<file path="src/hdl/pdt_pkg.sv">
// Shared types, widths and constants of the dual side PID drive tick unit.
`timescale 1ns / 1ps
package pdt_pkg;

	localparam int CNT_W    = 24;
	localparam int TGT_W    = 23;
	localparam int GAIN_W   = 16;
	localparam int LIM_W    = 14;
	localparam int DIR_W    = 2;
	localparam int ERR_W    = 25;
	localparam int DIF_W    = 26;
	localparam int INT_W    = 32;
	localparam int MUL_A_W  = 33;
	localparam int PROD_W   = MUL_A_W + GAIN_W + 1;
	localparam int ACC_W    = 56;
	localparam int PID_W    = 38;
	localparam int PID_LO_W = 19;
	localparam int PWR_W    = 44;
	localparam int RAT_W    = PWR_W + 4;
	localparam int DRV_W    = 15;
	localparam int SLW_W    = DRV_W + 2;
	localparam int SET_W    = ERR_W + 1;
	localparam int DWELL_W  = 16;
	localparam int Q_FRAC   = 12;

	localparam int IN_W     = 3 * CNT_W;
	localparam int OUT_W    = 32;
	localparam int ADDR_W   = 5;
	localparam int DATA_W   = 32;

	localparam int INTEGRAL_ZONE = 100;
	localparam int SETTLE_WINDOW = 30;
	localparam int DWELL_TICKS   = 0;

	localparam logic signed [ERR_W-1:0] ZONE_E     = ERR_W'(INTEGRAL_ZONE);
	localparam logic signed [ACC_W-1:0] ROUND_HALF = ACC_W'(1 << (Q_FRAC - 1));

	localparam logic [TGT_W-1:0]  RST_TARGET = '0;
	localparam logic [GAIN_W-1:0] RST_GAIN_P = 16'd2048;
	localparam logic [GAIN_W-1:0] RST_GAIN_I = 16'd82;
	localparam logic [GAIN_W-1:0] RST_GAIN_D = 16'd4096;
	localparam logic [GAIN_W-1:0] RST_SCALE  = 16'd4096;
	localparam logic [LIM_W-1:0]  RST_LIMIT  = 14'd12000;
	localparam logic [LIM_W-1:0]  RST_STEP   = 14'd240;
	localparam logic [DIR_W-1:0]  RST_DIR    = 2'b01;

	typedef enum logic [2:0] {
		REG_TARGET = 3'd0,
		REG_GAIN_P = 3'd1,
		REG_GAIN_I = 3'd2,
		REG_GAIN_D = 3'd3,
		REG_SCALE  = 3'd4,
		REG_LIMIT  = 3'd5,
		REG_STEP   = 3'd6,
		REG_DIR    = 3'd7
	} reg_idx_t;

	typedef enum logic [3:0] {
		S_IDLE = 4'b0001,
		S_CALC = 4'b0010,
		S_EQU  = 4'b0100,
		S_LIM  = 4'b1000
	} tick_state_t;

	typedef struct packed {
		logic go;
		logic clr;
	} lane_ctl_t;

	typedef struct packed {
		logic clr;
		logic eq_en;
		logic lim_en;
	} merge_ctl_t;

endpackage

</file>
<file path="src/hdl/pdt_lane.sv">
// One side's PID lane: error, integral, and a shared multiply-accumulate sequence.
`timescale 1ns / 1ps
module pdt_lane (
	input  logic                                  clk,
	input  logic                                  arst_n,
	input  pdt_pkg::lane_ctl_t                    ctl,
	input  logic signed [pdt_pkg::CNT_W-1:0]      count,
	input  logic        [pdt_pkg::TGT_W-1:0]      target_counts,
	input  logic        [pdt_pkg::GAIN_W-1:0]     gain_p,
	input  logic        [pdt_pkg::GAIN_W-1:0]     gain_i,
	input  logic        [pdt_pkg::GAIN_W-1:0]     gain_d,
	input  logic        [pdt_pkg::GAIN_W-1:0]     output_scale,
	output logic                                  done,
	output logic signed [pdt_pkg::PWR_W-1:0]      power
);
	import pdt_pkg::*;

	typedef enum logic [9:0] {
		L_IDLE   = 10'b0000000001,
		L_MUL_P  = 10'b0000000010,
		L_MUL_I  = 10'b0000000100,
		L_MUL_D  = 10'b0000001000,
		L_SUM_D  = 10'b0000010000,
		L_PID    = 10'b0000100000,
		L_MUL_LO = 10'b0001000000,
		L_MUL_HI = 10'b0010000000,
		L_SUM_HI = 10'b0100000000,
		L_POWER  = 10'b1000000000
	} lane_state_t;

	lane_state_t                  st_q;
	logic                         done_q;
	logic signed [INT_W-1:0]      integ_q;
	logic signed [ERR_W-1:0]      prev_q;
	logic signed [ERR_W-1:0]      err_q;
	logic signed [DIF_W-1:0]      diff_q;
	logic signed [ACC_W-1:0]      acc_q;
	logic signed [PID_W-1:0]      pid_q;
	logic signed [PWR_W-1:0]      power_q;
	logic signed [PROD_W-1:0]     prod_s1;

	logic signed [ERR_W-1:0]      cnt_ext;
	logic signed [ERR_W-1:0]      cnt_mag;
	logic signed [ERR_W-1:0]      err_new;
	logic signed [INT_W-1:0]      integ_base;
	logic signed [ERR_W-1:0]      prev_base;
	logic signed [MUL_A_W-1:0]    integ_sum;
	logic signed [INT_W-1:0]      integ_new;
	logic signed [DIF_W-1:0]      diff_new;
	logic signed [MUL_A_W-1:0]    mul_a;
	logic        [GAIN_W-1:0]     mul_b;
	logic signed [PROD_W-1:0]     prod_full;
	logic signed [PID_W-PID_LO_W-1:0] pid_hi;
	logic signed [ACC_W-1:0]      addend;
	logic signed [ACC_W-1:0]      acc_rnd;
	logic signed [ACC_W-1:0]      rnd_shift;

	always_comb begin
		cnt_ext    = ERR_W'(count);
		cnt_mag    = cnt_ext[ERR_W-1] ? -cnt_ext : cnt_ext;
		err_new    = $signed({2'b00, target_counts}) - cnt_mag;
		integ_base = ctl.clr ? '0 : integ_q;
		prev_base  = ctl.clr ? '0 : prev_q;
		integ_sum  = MUL_A_W'(integ_base) + MUL_A_W'(err_new);
		if (err_new < ZONE_E) begin
			if (integ_sum[MUL_A_W-1] != integ_sum[MUL_A_W-2]) begin
				integ_new = integ_sum[MUL_A_W-1] ? {1'b1, {(INT_W-1){1'b0}}}
					: {1'b0, {(INT_W-1){1'b1}}};
			end else begin
				integ_new = integ_sum[INT_W-1:0];
			end
		end else begin
			integ_new = '0;
		end
		diff_new = DIF_W'(err_new) - DIF_W'(prev_base);
	end

	always_comb begin
		pid_hi = $signed(pid_q[PID_W-1:PID_LO_W]);
		case (st_q)
			L_MUL_P: begin
				mul_a = MUL_A_W'(err_q);
				mul_b = gain_p;
			end
			L_MUL_I: begin
				mul_a = MUL_A_W'(integ_q);
				mul_b = gain_i;
			end
			L_MUL_D: begin
				mul_a = MUL_A_W'(diff_q);
				mul_b = gain_d;
			end
			L_MUL_LO: begin
				mul_a = $signed(MUL_A_W'(pid_q[PID_LO_W-1:0]));
				mul_b = output_scale;
			end
			L_MUL_HI: begin
				mul_a = MUL_A_W'(pid_hi);
				mul_b = output_scale;
			end
			default: begin
				mul_a = '0;
				mul_b = '0;
			end
		endcase
		prod_full = mul_a * $signed({1'b0, mul_b});
		addend    = (st_q == L_SUM_HI) ? (ACC_W'(prod_s1) <<< PID_LO_W) : ACC_W'(prod_s1);
		acc_rnd   = acc_q + ROUND_HALF;
		rnd_shift = acc_rnd >>> Q_FRAC;
	end

	always_ff @(posedge clk or negedge arst_n) begin
		if (!arst_n) begin
			st_q    <= L_IDLE;
			done_q  <= 1'b0;
			integ_q <= '0;
			prev_q  <= '0;
		end else begin
			done_q <= 1'b0;
			case (st_q)
				L_IDLE: begin
					if (ctl.go) begin
						integ_q <= integ_new;
						prev_q  <= err_new;
						st_q    <= L_MUL_P;
					end
				end
				L_MUL_P:  st_q <= L_MUL_I;
				L_MUL_I:  st_q <= L_MUL_D;
				L_MUL_D:  st_q <= L_SUM_D;
				L_SUM_D:  st_q <= L_PID;
				L_PID:    st_q <= L_MUL_LO;
				L_MUL_LO: st_q <= L_MUL_HI;
				L_MUL_HI: st_q <= L_SUM_HI;
				L_SUM_HI: st_q <= L_POWER;
				L_POWER: begin
					done_q <= 1'b1;
					st_q   <= L_IDLE;
				end
				default:  st_q <= L_IDLE;
			endcase
		end
	end

	always_ff @(posedge clk) begin
		prod_s1 <= prod_full;
		case (st_q)
			L_IDLE: begin
				if (ctl.go) begin
					err_q  <= err_new;
					diff_q <= diff_new;
					acc_q  <= '0;
				end
			end
			L_MUL_I, L_MUL_D, L_SUM_D, L_MUL_HI, L_SUM_HI: begin
				acc_q <= acc_q + addend;
			end
			L_PID: begin
				pid_q <= rnd_shift[PID_W-1:0];
				acc_q <= '0;
			end
			L_POWER: begin
				power_q <= rnd_shift[PWR_W-1:0];
			end
			default: begin
				acc_q <= acc_q;
			end
		endcase
	end

	assign done  = done_q;
	assign power = power_q;

endmodule

</file>
<file path="config.mk">
export PLATFORM = sky130hd
export DESIGN_NAME = pdt_lane
export DESIGN_NICKNAME = d
export VERILOG_FILES = /design/src/hdl/pdt_pkg.sv /design/src/hdl/pdt_lane.sv
export SDC_FILE = /design/constraint.sdc
export NUM_CORES = 2
export LEC_CHECK = 0
export BUFFER_PORTS_ARGS = -buffer_cell sky130_fd_sc_hd__buf_4
export CAP_MARGIN = 20
export CORE_MARGIN = 1.5
export CORE_UTILIZATION = 49
export CTS_BUF_LIST = sky130_fd_sc_hd__clkbuf_16
export CTS_CLUSTER_DIAMETER = 80
export DETAILED_ROUTE_END_ITERATION = 6
export GPL_ROUTABILITY_DRIVEN = 0
export PLACE_DENSITY = 0.67
export SLEW_MARGIN = 20
export SYNTH_ARGS = -nofsm -noshare
export SYNTH_HDL_FRONTEND = slang
export SYNTH_SLANG_ARGS = --single-unit
</file>
<file path="constraint.sdc">
create_clock -name clk -period 12.6 [get_ports clk]
set_input_delay 2.52 -clock clk [delete_from_list [all_inputs] [get_ports clk]]
set_output_delay 2.52 -clock clk [all_outputs]
set_load 0.02 [all_outputs]
</file>
==> metrics <==
Min-Delay Path Class flip-flop to flip-flop; warning count from the yosys run 0; Via Count 30800; die footprint between 70000 and 80000 um^2; initial antenna violation count 1; largest net degree at the start of global routing 69; cell internal pwr 3.38 mW; worst hold slack roughly 480 ps; DRC violation total after the first TritonRoute iteration 2580; slowest cell on the critical path or4_1; insertion delay to the later sink of the worst-skew pair about 560 ps; aggregate global routing overflow 0; post-CTS setup buffer count 0; number of synthesized register bits 307; reg-to-reg critical path startpoint st_q[1]$_DFFE_PN0P_; switching share of total power between 40% and 50%; fraction of power consumed by combinational cells 54.6%; wire length of the first global-routing pass 180000 um; share of synthesized registers carrying an async set or reset ~22%; number of rows in the core area 102; depth of the CTS H-tree 2; vias per cell between 5 and 6; I/O pin cnt 160; Critical Path End prod_s1[45]$_DFF_P_; GRT Max-Usage Layer met2; final antenna-violating net count 0; source of the critical timing path st_q[1]$_DFFE_PN0P_; P&R area growth vs syn 9.73%; post-route insts no fill 5380; root buf cell clkbuf_16; reported net switching power 3.00 mW; number of global-route vias before repair 31200; routed len/inst between 20 and 25 um; prevailing post-synth register cell edfxtp_1; share of the clock period used by the worst path 83.7%; proportion of synthesized chip area in sequential cells 22.0%; Mapped Nets 5093; endpoint of the most critical register-to-register path prod_s1[45]$_DFF_P_; post-route design area about 42000 um^2; placed cell count approximately 5300; post-synthesis instance total 4226; final HPWL from detailed placement 89900 um; Min Clock Period, post-route 10550 ps; CTS sink cnt approximately 300; Cell Area, Placed 40600 um^2; Max Cap Violations 0; Post-Synthesis Mean Instance Area 9.02 um^2; sequential share of power 28.1%; worst supply voltage drop on vdd 0.000134 V; sum of routed wire length over all layers 114000 um; Slew @ Worst Pin 1140 ps; final count of pins violating max slew 0; skew final ~21 ps; setup repair after global routing missed its margin false; status finished clean; final setup violation count 0; clock slew seen by the registers of the worst setup and hold paths about 60 ps; EDFF count, synth between 150 and 200; die outline width 282 um; worst-case clock buffer depth 3; type of element launching the critical path flip-flop; Die Span Y around 280 um; met2 Track Usage GR between 40% and 50%; Reg2Reg Depth 28; cell repeated most along the worst path fa_1; first-pass detailed-route iteration total 5; Nets 5178; grt met3 use 5.74%; total power divided by cell area 153 nW/um^2; Floorplan Core Area around 77000 um^2; r2r setup slk 2050 ps; share of layout cells above drive strength 1 9.06%; maximum clock frequency about 95 MHz; setup TNS after final layout 0 ps; overall global routing resource usage 29.9%; global routing met1 resource utilization 40.3%; port buffer count 159; data arrival time at the worst-slack endpoint 10970 ps; Num CTS Buffers 37; remaining design rule violation count 0; critical path capture point type flip-flop; post-synth cell types 87; number of antenna cells inserted 0; starting density of the core between 40% and 50%; portion of total power attributed to the clock network 17.4%; highest fanout seen on the critical path 47; netlist area before placement between 30000 and 40000 um^2; slowest cell delay on critical path 620 ps; tightest slew margin relative to the limit 24.0%; endpoint required time on the critical path 13020 ps; Fin. Hold Viols 0; leakage power summed over all cells 19.8 nW; CTS tree done; number of hold buffers added after cts 0; cts repair resizes 0; critical path start-end classification flip-flop to flip-flop
cells by family after synthesis:
| group | count (synthesis) | synth area share (%) |
|---|---|---|
| simple gates | 1371 | 16.3 |
| fa+ha+maj | 752 | 34.5 |
| xor+xnor | 209 | 4.85 |
| compound gates | 717 | 13.0 |
| flops | 307 | 22.0 |
| buf+inv | 834 | 8.29 |
| mux | 36 | 1.06 |
final cells by class:
cell class              count  area [um^2]
inverters                 664         2490
well taps                1040         1300
multi-input cells        3085        26800
flip-flops and latches    307         8380
repair buffers            216         1640
clock inverters            29          262
clock buffers              39          976
fillers                  7077        35400
placed cells by master (no fill, tap or decap), types with 108 or more instances in the layout:
master / instances
nor2_1: 360
nand2_1: 573
ha_1: 255
buf_4: 213
xnor2_1: 119
fa_1: 497
a21oi_1: 177
edfxtp_1: 189
o21ai_0: 108
inv_1: 678
synth_stat cells (7+ instances only):
library cell | instances | area share, %
a2111oi_0 | 7 | 0.16
a211o_1 | 13 | 0.30
a211oi_1 | 21 | 0.41
a21o_1 | 99 | 2.0
a21oi_1 | 178 | 2.3
a221o_1 | 30 | 0.79
a221oi_1 | 40 | 0.92
a22o_1 | 14 | 0.32
a22oi_1 | 25 | 0.49
a31oi_1 | 18 | 0.30
and2_1 | 30 | 0.49
and3_1 | 35 | 0.57
and4_1 | 12 | 0.28
buf_1 | 7 | 0.069
clkbuf_1 | 155 | 1.5
dfrtp_1 | 67 | 4.4
dfxtp_1 | 50 | 2.6
edfxtp_1 | 189 | 15
fa_1 | 497 | 26
ha_1 | 255 | 8.4
inv_1 | 664 | 6.5
mux2_2 | 34 | 1.0
nand2_1 | 573 | 5.6
nand2b_1 | 63 | 1.0
nand3_1 | 66 | 0.87
nand3b_1 | 11 | 0.22
nand4_1 | 24 | 0.39
nor2_1 | 360 | 3.5
nor2b_1 | 74 | 1.2
nor3_1 | 49 | 0.64
nor4_1 | 8 | 0.13
o2111ai_1 | 9 | 0.21
o211ai_1 | 7 | 0.14
o21a_1 | 22 | 0.43
o21ai_0 | 108 | 1.4
o21ai_2 | 30 | 0.69
o21bai_1 | 17 | 0.33
o31ai_1 | 16 | 0.32
o41ai_1 | 7 | 0.16
or2_2 | 16 | 0.26
or3_1 | 22 | 0.36
xnor2_1 | 119 | 2.7
xor2_1 | 89 | 2.0
worst min path at each step:
stage	from	cells after the start	end
after floorplan	prev_q[0]$_DFFE_PN0P_	2	prev_q[0]$_DFFE_PN0P_
after global placement	prev_q[0]$_DFFE_PN0P_	2	prev_q[0]$_DFFE_PN0P_
after detailed placement	prev_q[15]$_DFFE_PN0P_	2	prev_q[15]$_DFFE_PN0P_
after CTS	prev_q[15]$_DFFE_PN0P_	2	prev_q[15]$_DFFE_PN0P_
after global routing	prev_q[15]$_DFFE_PN0P_	2	prev_q[15]$_DFFE_PN0P_
final	prev_q[0]$_DFFE_PN0P_	2	prev_q[0]$_DFFE_PN0P_
worst max-delay path, delay by kind of cell (launching register included):
family,cells,cell delay [ps]
DFF,1,410
xor gates and xnor gates,1,180
adders and majority gates,7,3480
buffers and inverters,6,1640
and+or+nand+nor,5,1540
AOI/OAI and AO/OA,9,3090
sequential cells by signal (all words and copies together), names as in the netlist:
register / cells
acc_q: 56
prod_s1: 50
power: 44
pid_q: 38
integ_q: 32
diff_q: 26
err_q: 25
prev_q: 25
st_q: 10
done: 1
power by group through the flow:
stage | sequential [mW] | clock, mW | combinational [mW]
floorplan | 1.68 | 0 | 2.39
global placement | 1.79 | 0 | 3.38
detailed placement | 1.80 | 0 | 3.41
CTS | 1.78 | 1.12 | 3.43
global route | 1.82 | 1.16 | 3.80
finish | 1.79 | 1.11 | 3.48
stage by stage:
step	power [mW]	util, %	setup WS [ps]
finish	6.38	54.2	2050
detailed placement	5.20	52.5	2270
global route	6.78	54.2	1710
CTS	6.34	54.1	2330
floorplan	4.07	-	3440
global placement	5.17	52.5	2270
routing by layer:
metal	wire length, um	vias to the layer above
li1	-	14000
met1	47100	15200
met2	50200	1369
met3	10700	279
met4	6440	0
met5	0	-
Note: power is estimated with default switching activity, not from simulation.
