## config.mk

```make
export PLATFORM = sky130hd
export DESIGN_NAME = pdt_merge
export DESIGN_NICKNAME = d
export VERILOG_FILES = /design/src/hdl/pdt_pkg.sv /design/src/hdl/pdt_merge.sv
export SDC_FILE = /design/constraint.sdc
export NUM_CORES = 1
export LEC_CHECK = 0
export BUFFER_PORTS_ARGS = -buffer_cell sky130_fd_sc_hd__buf_2
export CORE_ASPECT_RATIO = 1.75
export CORE_MARGIN = 3
export CORE_UTILIZATION = 30
export CTS_CLUSTER_DIAMETER = 80
export DETAILED_ROUTE_END_ITERATION = 7
export GPL_TIMING_DRIVEN = 1
export PLACE_DENSITY_LB_ADDON = 0.12
export SYNTH_ARGS = -nofsm -noshare
export SYNTH_HDL_FRONTEND = slang
export SYNTH_SLANG_ARGS = --single-unit
```

## constraint.sdc

```tcl
create_clock -name clk -period 15.89 [get_ports clk]
set_clock_uncertainty 0.15 [all_clocks]
set_input_delay 3.178 -clock clk [delete_from_list [all_inputs] [get_ports clk]]
set_output_delay 3.178 -clock clk [all_outputs]
set_load 0.05 [all_outputs]
```

## src/hdl/pdt_pkg.sv

```systemverilog
// Shared types, widths and constants of the dual side PID drive tick unit.
`timescale 1ns / 1ps
package pdt_pkg;

	localparam int CNT_W    = 24;
	localparam int TGT_W    = 23;
	localparam int GAIN_W   = 16;
	localparam int LIM_W    = 14;
	localparam int DIR_W    = 2;
	localparam int ERR_W    = 25;
	localparam int DIF_W    = 26;
	localparam int INT_W    = 32;
	localparam int MUL_A_W  = 33;
	localparam int PROD_W   = MUL_A_W + GAIN_W + 1;
	localparam int ACC_W    = 56;
	localparam int PID_W    = 38;
	localparam int PID_LO_W = 19;
	localparam int PWR_W    = 44;
	localparam int RAT_W    = PWR_W + 4;
	localparam int DRV_W    = 15;
	localparam int SLW_W    = DRV_W + 2;
	localparam int SET_W    = ERR_W + 1;
	localparam int DWELL_W  = 16;
	localparam int Q_FRAC   = 12;

	localparam int IN_W     = 3 * CNT_W;
	localparam int OUT_W    = 32;
	localparam int ADDR_W   = 5;
	localparam int DATA_W   = 32;

	localparam int INTEGRAL_ZONE = 100;
	localparam int SETTLE_WINDOW = 30;
	localparam int DWELL_TICKS   = 0;

	localparam logic signed [ERR_W-1:0] ZONE_E     = ERR_W'(INTEGRAL_ZONE);
	localparam logic signed [ACC_W-1:0] ROUND_HALF = ACC_W'(1 << (Q_FRAC - 1));

	localparam logic [TGT_W-1:0]  RST_TARGET = '0;
	localparam logic [GAIN_W-1:0] RST_GAIN_P = 16'd2048;
	localparam logic [GAIN_W-1:0] RST_GAIN_I = 16'd82;
	localparam logic [GAIN_W-1:0] RST_GAIN_D = 16'd4096;
	localparam logic [GAIN_W-1:0] RST_SCALE  = 16'd4096;
	localparam logic [LIM_W-1:0]  RST_LIMIT  = 14'd12000;
	localparam logic [LIM_W-1:0]  RST_STEP   = 14'd240;
	localparam logic [DIR_W-1:0]  RST_DIR    = 2'b01;

	typedef enum logic [2:0] {
		REG_TARGET = 3'd0,
		REG_GAIN_P = 3'd1,
		REG_GAIN_I = 3'd2,
		REG_GAIN_D = 3'd3,
		REG_SCALE  = 3'd4,
		REG_LIMIT  = 3'd5,
		REG_STEP   = 3'd6,
		REG_DIR    = 3'd7
	} reg_idx_t;

	typedef enum logic [3:0] {
		S_IDLE = 4'b0001,
		S_CALC = 4'b0010,
		S_EQU  = 4'b0100,
		S_LIM  = 4'b1000
	} tick_state_t;

	typedef struct packed {
		logic go;
		logic clr;
	} lane_ctl_t;

	typedef struct packed {
		logic clr;
		logic eq_en;
		logic lim_en;
	} merge_ctl_t;

endpackage

```

## src/hdl/pdt_merge.sv

```systemverilog
// Merge stage: side equalizing, symmetric clamp, slew limit and direction.
`timescale 1ns / 1ps
module pdt_merge (
	input  logic                              clk,
	input  logic                              arst_n,
	input  pdt_pkg::merge_ctl_t               ctl,
	input  logic signed [pdt_pkg::PWR_W-1:0]  power_l,
	input  logic signed [pdt_pkg::PWR_W-1:0]  power_r,
	input  logic        [pdt_pkg::LIM_W-1:0]  power_limit,
	input  logic        [pdt_pkg::LIM_W-1:0]  max_step,
	input  logic        [pdt_pkg::DIR_W-1:0]  drive_direction,
	output logic signed [pdt_pkg::DRV_W-1:0]  drive_l,
	output logic signed [pdt_pkg::DRV_W-1:0]  drive_r
);
	import pdt_pkg::*;

	function automatic logic ratio_over(input logic signed [PWR_W-1:0] a,
		input logic signed [PWR_W-1:0] b);
		logic signed [RAT_W-1:0] a10;
		logic signed [RAT_W-1:0] b11;
		logic                    res;
		a10 = (RAT_W'(a) <<< 3) + (RAT_W'(a) <<< 1);
		b11 = (RAT_W'(b) <<< 3) + (RAT_W'(b) <<< 1) + RAT_W'(b);
		if (b > 0) begin
			res = a10 > b11;
		end else if (b < 0) begin
			res = a10 < b11;
		end else begin
			res = a > 0;
		end
		return res;
	endfunction

	function automatic logic signed [DRV_W-1:0] clamp_slew(
		input logic signed [PWR_W-1:0] p,
		input logic signed [DRV_W-1:0] prev,
		input logic        [LIM_W-1:0] lim,
		input logic        [LIM_W-1:0] stp);
		logic signed [PWR_W-1:0] lim_e;
		logic signed [PWR_W-1:0] cl;
		logic signed [SLW_W-1:0] cl_n;
		logic signed [SLW_W-1:0] prev_e;
		logic signed [SLW_W-1:0] stp_e;
		logic signed [SLW_W-1:0] res;
		lim_e = $signed(PWR_W'(lim));
		if (p > lim_e) begin
			cl = lim_e;
		end else if (p < -lim_e) begin
			cl = -lim_e;
		end else begin
			cl = p;
		end
		cl_n   = cl[SLW_W-1:0];
		prev_e = SLW_W'(prev);
		stp_e  = $signed(SLW_W'(stp));
		if (cl_n - prev_e > stp_e) begin
			res = prev_e + stp_e;
		end else if (prev_e - cl_n > stp_e) begin
			res = prev_e - stp_e;
		end else begin
			res = cl_n;
		end
		return res[DRV_W-1:0];
	endfunction

	logic signed [PWR_W-1:0] eq_l_s1;
	logic signed [PWR_W-1:0] eq_r_s1;
	logic signed [PWR_W-1:0] eq_l;
	logic signed [PWR_W-1:0] eq_r;
	logic signed [DRV_W-1:0] prev_l_q;
	logic signed [DRV_W-1:0] prev_r_q;
	logic signed [DRV_W-1:0] lim_l;
	logic signed [DRV_W-1:0] lim_r;
	logic                    dir_neg;
	logic                    dir_zero;

	always_comb begin
		if (ratio_over(power_l, power_r)) begin
			eq_l = power_l;
			eq_r = power_l;
		end else if (ratio_over(power_r, power_l)) begin
			eq_l = power_r;
			eq_r = power_r;
		end else begin
			eq_l = power_l;
			eq_r = power_r;
		end
		lim_l    = clamp_slew(eq_l_s1, prev_l_q, power_limit, max_step);
		lim_r    = clamp_slew(eq_r_s1, prev_r_q, power_limit, max_step);
		dir_neg  = drive_direction[DIR_W-1];
		dir_zero = (drive_direction == '0);
		drive_l  = dir_neg ? -lim_l : (dir_zero ? '0 : lim_l);
		drive_r  = dir_neg ? -lim_r : (dir_zero ? '0 : lim_r);
	end

	always_ff @(posedge clk) begin
		if (ctl.eq_en) begin
			eq_l_s1 <= eq_l;
			eq_r_s1 <= eq_r;
		end
	end

	always_ff @(posedge clk or negedge arst_n) begin
		if (!arst_n) begin
			prev_l_q <= '0;
			prev_r_q <= '0;
		end else if (ctl.clr) begin
			prev_l_q <= '0;
			prev_r_q <= '0;
		end else if (ctl.lim_en) begin
			prev_l_q <= lim_l;
			prev_r_q <= lim_r;
		end
	end

endmodule

```

==> results.sh, run 1 <==
export IMPL_ios=153
export IMPL_clk_pin_slew_ns=0.07
export IMPL_fillerInstances=9449
export IMPL_synth_top_area_frac=0.260
export IMPL_rsz0062_at_grt="yes"
export IMPL_path_class="input port to primary output"
export IMPL_grtUsageTotal=0.235
export IMPL_slowest_stage="a2111o_1"
export IMPL_max_slew_worst_pin_slew_ns=0.992
export IMPL_outcome="complete, no violations"
export IMPL_port_buffers=152
export IMPL_hold_violations=0
export IMPL_p_leak_nw=15.7
export IMPL_fp_row_count=144
export IMPL_synth_top_cell_by_area="ha_1"
export IMPL_r2r_cells=35
export IMPL_vdd_drop_max_mv=0.180
export IMPL_critPathCaptureType="primary output"
export IMPL_htreeDepth=4
export IMPL_multiInputGateArea_um2=23300
export IMPL_fin_tns_setup_ns=0
export IMPL_power_per_cell_area_nw_per_um2=217
export IMPL_drt_total_wl_um=112000
export IMPL_start_kind="input port"
export IMPL_r2r_start="eq_l_s1[40]"
export IMPL_rrSetupSlack_ns=7.61
export IMPL_cp_common_cell="buf_4"
export IMPL_antenna_found_initial=5
export IMPL_hold_class="register to register"
export IMPL_cp_max_fo=8
export IMPL_synth_edf_count=88
export IMPL_cts_buffers=17
export IMPL_via_per_inst=5.42
export IMPL_core_area_um2=88600
export IMPL_required_ns=12.56
export IMPL_max_stage_delay_ns=0.48
export IMPL_drive_above_1_share=0.222
export IMPL_arrival_ns=12.32
export IMPL_die_area_um2=93600
export IMPL_post_drt_wl_per_cell_um=22.4
export IMPL_timing_slew_headroom=0.334
export IMPL_hold_depth=2
export IMPL_drtAntennaViolNets=0
export IMPL_fin_crit_ns=15.65
export IMPL_drc=0
export IMPL_p_total_mw=7.28
export IMPL_grt_max_degree=70
export IMPL_period_share=0.985
export IMPL_worstReg2RegEnd="prev_l_q[13]"
export IMPL_fmax_ghz=0.0639
export IMPL_synth_cell_types=99
export IMPL_utilization=0.379
export IMPL_drv_cap=0
export IMPL_ys_seq_elements=118
export IMPL_clock_sinks=118
export IMPL_fin_nets=4518
export IMPL_cts_tree="built"
export IMPL_routabilityCongestion=0.928
export IMPL_syn_nets=4043
export IMPL_drv_slew=0
export IMPL_min_from="prev_r_q[0]"
export IMPL_grt_pass1_wl_um=167000
export IMPL_netlist_area_um2=27000
export IMPL_setup_viol=0
export IMPL_syn_to_final_growth_pct=24.5
export IMPL_syn_avg_cell_area_um2=8.05
export IMPL_synth_area_leaders="ha_1 26%, edfxtp_1 9.8%, a21oi_1 5.7%"
export IMPL_first_iter_violations=1193
export IMPL_grt_overflow=0
export IMPL_synth_cells=3349
export IMPL_chipHeight_um=403
export IMPL_synthArstFlopShare=0.254
export IMPL_chipWidth_um=233
export IMPL_first_pass_iters=5
export IMPL_initial_core_util=0.304
export IMPL_synth_seq_area_share=0.126
export IMPL_seq_area_um2=3390
export IMPL_synthFlopType="edfxtp_1"
export IMPL_ys_warn_count=0
export IMPL_layout_setup_ws_ns=0.239
export IMPL_clock_path_buffers=2
export IMPL_hpwlAfterDp_um=95500
export IMPL_via_count=27100
export IMPL_grt_pass1_vias=28300
export IMPL_cts_root_buf="clkbuf_16"
export IMPL_insertion_delay_ns=0.47
export IMPL_pre_cts_ws_ns=-0.523
export IMPL_min_to="prev_r_q[0]"
==> power by group <==
group          switching [mW]  total, mW  internal [mW]
combinational            3.50       6.33           2.83
clock                   0.174      0.405          0.231
sequential              0.114      0.544          0.430
==> logic make-up (layout without fill, tap and decap cells) <==
logic type	Yosys count	in the layout	synth area share
AO/OA/AOI/OAI	1050	1050	0.253
XOR/XNOR	252	252	0.0831
adder cells (fa/ha/maj)	571	571	0.268
buffers and inverters	307	794	0.0441
flip-flops	118	118	0.126
multiplexers	125	125	0.0505
other	0	4	0
AND/OR/NAND/NOR	926	926	0.175
==> worst max-delay path by stage <==
stage	startpoint	end	slack (ns)	cells after the start
2_1_floorplan	power_limit[4]	drive_l[11]	0.002	45
3_3_place_gp	power_limit[4]	drive_r[12]	-0.50	49
4_1_cts	power_limit[4]	drive_l[10]	0.002	50
3_5_place_dp	power_limit[4]	drive_r[12]	-0.52	51
6_report	power_limit[2]	drive_l[10]	0.24	49
5_1_grt	power_limit[1]	drive_l[10]	-0.16	53
==> cells in the final DEF, fill, tap and decap left out, types with 37 or more instances in the layout <==
cell type  instances
mux2i_1           37
xor2_1            87
nand2b_1          62
o21bai_1          55
inv_1            226
xnor2_1          155
o21ai_0          193
ha_1             547
o21a_1            53
nand3_1           54
nor2b_1           69
nand4_1           65
buf_4            361
nor4_1            38
edfxtp_1          88
nand2_1          177
mux2_2            88
buf_2            131
nor2_1           249
a21o_1           138
nor3_1            46
a21oi_1          290
==> area by class of cell <==
type | count | area share
antenna | 4 | 0.000298
clock buffer | 17 | 0.0127
clock inverter | 14 | 0.00455
inverter | 233 | 0.0261
multi-input combinational | 2924 | 0.695
sequential | 118 | 0.101
tap | 1168 | 0.0435
timing repair buffer | 530 | 0.117
==> worst max-delay path: cells and delay by family <==
family                   cells  cell delay [ns]
AO/OA/AOI/OAI               11             2.22
adder cells (fa/ha/maj)      4             1.02
buffers and inverters        9             1.29
XOR/XNOR                     3             0.58
AND/OR/NAND/NOR             22             3.99
==> layer usage <==
layer  GRT usage  part of all wire
met5           0           0.00012
met4       0.151             0.078
met3      0.0205             0.025
met2       0.464              0.54
met1       0.229              0.36
==> synthesized netlist by cell type, drive strengths merged, types with 67 or more instances <==
library cell,instances
a21o,138
nand2,184
xnor2,163
nor2b,70
xor2,88
a21oi,310
ha,559
mux2,88
inv,232
nand4,67
edfxtp,88
o21ai,220
nor2,261
==> sequential cells by signal (all words and copies together) (netlist names) <==
name,cells
eq_r_s1,44
eq_l_s1,44
prev_l_q,15
prev_r_q,15
==> what timing repair did <==
item	in CTS	in global routing
resized for setup	35	205
cloned	0	1
pin swaps	10	91
hold buffers	0	0
endpoints found under the setup margin	25	29
setup buffers	6	32
==> stage by stage <==
| stage | instances | cell area, um^2 | hold slack [ns] |
|---|---|---|---|
| after floorplan | 3349 | 27000 | 0.391 |
| after global placement | 4936 | 31700 | 0.453 |
| after detailed placement | 4936 | 31700 | 0.451 |
| after CTS | 4973 | 32400 | 0.476 |
| after global routing | 5004 | 33600 | 0.536 |
| final | 5008 | 33600 | 0.465 |
No activity file was read; power rests on OpenSTA's default activity.
==> run 2: changes to the inputs <==
- CORE_ASPECT_RATIO: 1.75 -> 1.5
==> run 2 against run 1 <==
  * Setup slack better by 0.096 ns
  * Sequential share of layout area grew 0.15 points
  * Critical path type unchanged
  * Via count is 2.1% lower
  * Highest routed layer unchanged
==> results.sh, run 2 (same netlist as run 1, synthesis figures left out) <==
export IMPL_port_buffers=152
export IMPL_period_share=0.979
export IMPL_via_count=26600
export IMPL_insertion_delay_ns=0.47
export IMPL_fin_area_um2=33100
export IMPL_first_pass_iters=5
export IMPL_r2r_cells=40
export IMPL_clock_path_buffers=2
export IMPL_timing_slew_headroom=0.334
export IMPL_hpwlAfterDp_um=93200
export IMPL_hold_violations=0
export IMPL_drv_slew=0
export IMPL_slowest_stage="or4_4"
export IMPL_drc=0
export IMPL_dpl_cell_area_um2=31500
export IMPL_max_stage_delay_ns=0.55
export IMPL_drive_above_1_share=0.206
export IMPL_required_ns=12.56
export IMPL_vdd_drop_max_mv=0.131
export IMPL_grt_overflow=0
export IMPL_final_common_cell="ha_1"
export IMPL_cp_max_fo=7
export IMPL_fin_crit_ns=15.56
export IMPL_chipWidth_um=251
export IMPL_cts_buffers=17
export IMPL_fp_row_count=134
export IMPL_max_slew_worst_pin_slew_ns=0.999
export IMPL_start_kind="input port"
export IMPL_fin_nets=4481
export IMPL_chipHeight_um=373
export IMPL_fillerInstances=9399
export IMPL_cp_common_cell="buf_4"
export IMPL_final_cell_mix="554 x ha_1, 329 x buf_4, 302 x a21oi_1"
export IMPL_drt_total_wl_um=110000
export IMPL_power_per_cell_area_nw_per_um2=213
export IMPL_hold_class="register to register"
export IMPL_grt_pass1_wl_um=164000
export IMPL_grt_max_degree=66
export IMPL_drtAntennaViolNets=0
export IMPL_hold_depth=2
export IMPL_multiInputGateArea_um2=23200
export IMPL_antenna_cells=0
export IMPL_dp_cells=4899
export IMPL_drv_cap=0
export IMPL_path_class="input port to primary output"
export IMPL_post_drt_wl_per_cell_um=22.1
export IMPL_ios=153
export IMPL_first_iter_violations=1227
export IMPL_critPathCaptureType="primary output"
export IMPL_cts_tree="built"
export IMPL_arrival_ns=12.23
export IMPL_htreeDepth=4
export IMPL_core_area_um2=89000
export IMPL_cts_root_buf="clkbuf_16"
export IMPL_routabilityCongestion=0.938
export IMPL_fmax_ghz=0.0643
export IMPL_largest_registers="eq_l_s1 (44), eq_r_s1 (44)"
export IMPL_setup_viol=0
export IMPL_syn_to_final_growth_pct=22.7
export IMPL_antenna_found_initial=2
export IMPL_clock_sinks=118
export IMPL_clk_pin_slew_ns=0.07
export IMPL_grtUsageTotal=0.229
export IMPL_grt_pass1_vias=27400
export IMPL_utilization=0.371
export IMPL_die_area_um2=93500
export IMPL_outcome="complete, no violations"
export IMPL_seq_area_um2=3390
export IMPL_via_per_inst=5.36
export IMPL_finalNonFillerCells=4956
export IMPL_initial_core_util=0.303
export IMPL_p_leak_nw=15.5
run 2: cell types whose count changed in the layout (fill, tap and decap cells not counted), moves of 5 or more:
cell / change
a21oi_1: +12
a21oi_2: -11
buf_2: +6
buf_4: -32
buf_6: -8
ha_1: +7
ha_4: -7
nor2_1: +5
o21ai_0: +5
run 2: power breakdown:
| part | internal (mW) | leakage [nW] | switching, mW | total [mW] |
|---|---|---|---|---|
| clock | 0.231 | 0.274 | 0.174 | 0.406 |
| sequential | 0.430 | 1.26 | 0.117 | 0.547 |
| combinational | 2.70 | 13.9 | 3.38 | 6.08 |
run 2: layer usage:
metal	up-vias	global-route usage	routed length, um	share of wire
met3	145	0.0163	2270	0.021
met1	12700	0.243	42600	0.39
met5	-	0	18	0.00016
met4	2	0.101	5160	0.047
li1	13300	-	-	-
met2	426	0.455	59500	0.54
run 2: timing repair:
| item | in CTS | in global routing |
|---|---|---|
| pin swaps | 5 | 51 |
| hold buffers | 0 | 0 |
| buffers inserted | 4 | 21 |
| setup endpoints to repair | 25 | 29 |
| gates resized for setup | 25 | 158 |
run 2: stage by stage:
stage                     setup TNS (ns)  worst slack, ns  total power, mW  hold WS (ns)
after floorplan                        0          0.00163             4.05         0.391
after global placement             -5.36           -0.410             6.28         0.448
after detailed placement           -7.33           -0.473             6.27         0.443
after CTS                              0          0.00275             6.76         0.484
after global routing              -0.223          -0.0611             7.61         0.558
final                                  0            0.334             7.03         0.472
run 2: area by class of cell:
type                            instances  area share
Multi-Input combinational cell       2924       0.701
Timing Repair Buffer                  493       0.108
Sequential cell                       118       0.103
Tap cell                             1156      0.0438
Inverter                              233      0.0265
Clock buffer                           17      0.0129
Clock inverter                         15     0.00458
run 2: worst max-delay path: cells and delay by family:
kind	cells	cell delay [ns]
buffers and inverters	10	1.54
AO/OA/AOI/OAI	13	2.57
XOR/XNOR	2	0.26
adder cells (fa/ha/maj)	3	0.80
multiplexers	1	0.11
AND/OR/NAND/NOR	19	3.76
run 2: path summary, 6_finish.rpt:
path	slack, ns	from	end
worst max register to register	7.63	eq_l_s1[1]	prev_l_q[14]
max in group asynchronous	12.23	arst_n	prev_l_q[13]
worst min-delay path	0.47	prev_l_q[0]	prev_l_q[0]
worst max-delay path	0.33	power_limit[2]	drive_l[12]
worst min register to register	0.47	prev_l_q[0]	prev_l_q[0]
min in group asynchronous	2.72	arst_n	prev_r_q[3]
==> run 3: changes to the inputs <==
- clock period: 15.89 -> 18.43 ns (I/O delays scaled with it)
==> run 3 against run 2 <==
  * Count of clock-buffer cells in the layout stayed put
  * Critical path depth is 5 lower
  * Largest power group unchanged
  * Combinational power is 26% lower
  * Utilization is 3.1 points lower
  * Power is 24% lower
==> results.sh, run 3 (same netlist as run 1, synthesis figures left out) <==
export IMPL_chipWidth_um=251
export IMPL_cp_common_cell="nor2_1"
export IMPL_timing_slew_headroom=0.248
export IMPL_port_buffers=152
export IMPL_grt_overflow=0
export IMPL_r2r_start="eq_l_s1[1]"
export IMPL_p_leak_nw=14.0
export IMPL_insertion_delay_ns=0.48
export IMPL_drv_cap=0
export IMPL_drc=0
export IMPL_arrival_ns=14.00
export IMPL_required_ns=14.59
export IMPL_startpoint="power_limit[0]"
export IMPL_die_area_um2=93500
export IMPL_largest_registers="eq_l_s1 (44), eq_r_s1 (44)"
export IMPL_routabilityCongestion=0.929
export IMPL_p_sw_mw=2.98
export IMPL_period_share=0.968
export IMPL_fin_nets=4225
export IMPL_hold_depth=2
export IMPL_grt_pass1_vias=26500
export IMPL_grt_max_degree=72
export IMPL_drv_slew=0
export IMPL_drive_above_1_share=0.121
export IMPL_critPathCaptureType="primary output"
export IMPL_combPwrFrac=0.846
export IMPL_busiest_layer="met2"
export IMPL_final_cell_mix="559 x ha_1, 307 x a21oi_1, 260 x nor2_1"
export IMPL_seq_area_um2=3390
export IMPL_fillerInstances=9616
export IMPL_cp_max_fo=7
export IMPL_antenna_found_initial=6
export IMPL_seqPwrFrac=0.087
export IMPL_hold_ws_ns=0.460
export IMPL_drt_total_wl_um=105000
export IMPL_grt_pass1_wl_um=158000
export IMPL_core_area_um2=89000
export IMPL_ios=153
export IMPL_use_met2=0.440
export IMPL_p_total_mw=5.31
export IMPL_power_per_cell_area_nw_per_um2=175
export IMPL_max_slew_worst_pin_slew_ns=1.12
export IMPL_setup_viol=0
export IMPL_endpoint="drive_l[14]"
export IMPL_cts_tree="built"
export IMPL_htreeDepth=4
export IMPL_clock_sinks=118
export IMPL_post_drt_wl_per_cell_um=22.3
export IMPL_hold_violations=0
export IMPL_r2r_cells=38
export IMPL_path_class="input port to primary output"
export IMPL_final_common_cell="ha_1"
export IMPL_p_sw_frac=0.561
export IMPL_syn_to_final_growth_pct=12.4
export IMPL_chipHeight_um=373
export IMPL_multiInputGateArea_um2=22500
export IMPL_rsz0062_at_grt="no"
export IMPL_power_share_clock=0.067
export IMPL_fin_crit_ns=17.84
export IMPL_via_per_inst=5.44
export IMPL_clk_pin_slew_ns=0.07
export IMPL_first_pass_iters=5
export IMPL_rrSetupSlack_ns=9.04
export IMPL_fmax_ghz=0.0561
export IMPL_via_count=25600
export IMPL_hold_class="register to register"
export IMPL_hpwlAfterDp_um=89200
export IMPL_start_kind="input port"
export IMPL_use_met1=0.231
export IMPL_initial_core_util=0.303
export IMPL_slowest_stage="nor3_1"
export IMPL_cts_root_buf="clkbuf_16"
export IMPL_worstReg2RegEnd="prev_l_q[14]"
export IMPL_outcome="complete, no violations"
export IMPL_met3_usage=0.0192
export IMPL_vdd_drop_max_mv=0.166
export IMPL_cts_buffers=17
export IMPL_grtUsageTotal=0.219
export IMPL_max_stage_delay_ns=0.87
export IMPL_p_int_mw=2.33
export IMPL_first_iter_violations=1101
export IMPL_drtAntennaViolNets=0
export IMPL_clock_path_buffers=2
export IMPL_fp_row_count=134
-- run 3: cell count changes in the layout (fill, tap and decap cells not counted), moves of 6 or more --
cell,delta
buf_4,-243
buf_12,-6
o21ai_1,-7
o21ai_2,-9
buf_2,+7
o21ai_0,+15
o22ai_2,-8
buf_6,-12
nor3_4,-6
nor2_1,+6
o22ai_1,+8
-- run 3: critical path: cells and delay by family --
kind	cells	cell delay, ns
AND/OR/NAND/NOR	19	4.58
AO/OA/AOI/OAI	11	2.91
XOR/XNOR	3	0.66
adder cells (fa/ha/maj)	4	1.13
buffers and inverters	6	0.99
-- run 3: cell type report --
cell class / instances / share of cell area
Timing Repair Buffer: 237 / 0.0497
Clock buffer: 17 / 0.0140
Antenna cell: 2 / 0.000165
Multi-Input combinational cell: 2924 / 0.742
Tap cell: 1156 / 0.0477
Inverter: 233 / 0.0289
Clock inverter: 15 / 0.00549
Sequential cell: 118 / 0.112
-- run 3: timing repair --
action,4_1_cts,5_1_grt
pin swaps,0,3
buffers inserted,0,3
endpoints found under the setup margin,4,22
hold buffers,0,0
resized for setup,4,20
-- run 3: power by group through the flow --
| stage | clock, mW | combinational, mW | sequential, mW |
|---|---|---|---|
| floorplan | 0 | 3.05 | 0.419 |
| global placement | 0 | 4.46 | 0.468 |
| detailed placement | 0 | 4.45 | 0.466 |
| CTS | 0.368 | 4.48 | 0.461 |
| global route | 0.375 | 4.91 | 0.469 |
| finish | 0.357 | 4.50 | 0.460 |
-- run 3: per-stage QoR --
stage | util | area [um^2] | setup WS, ns | instances | setup TNS (ns)
5_1_grt | 0.340 | 30300 | 0.0309 | 4700 | 0
3_3_place_gp | 0.332 | 29600 | 0.0130 | 4665 | 0
4_1_cts | 0.339 | 30200 | 0.0250 | 4697 | 0
6_report | 0.340 | 30300 | 0.594 | 4702 | 0
3_5_place_dp | 0.332 | 29600 | -0.161 | 4665 | -0.319
2_1_floorplan | - | 27000 | 0.765 | 3349 | 0
-- run 3: how the worst min path moves through the flow --
stage / start / endpoint / slack, ns
2_1_floorplan: prev_r_q[0] / prev_r_q[0] / 0.39
3_3_place_gp: prev_l_q[0] / prev_l_q[0] / 0.46
3_5_place_dp: prev_r_q[0] / prev_r_q[0] / 0.45
4_1_cts: prev_r_q[0] / prev_r_q[0] / 0.47
5_1_grt: prev_r_q[0] / prev_r_q[0] / 0.49
6_report: prev_r_q[0] / prev_r_q[0] / 0.46
-- run 3: metal layers --
metal	share of wire	wire, um
met1	0.39	40800
met2	0.55	57500
met3	0.023	2450
met4	0.040	4230
met5	0.00045	47
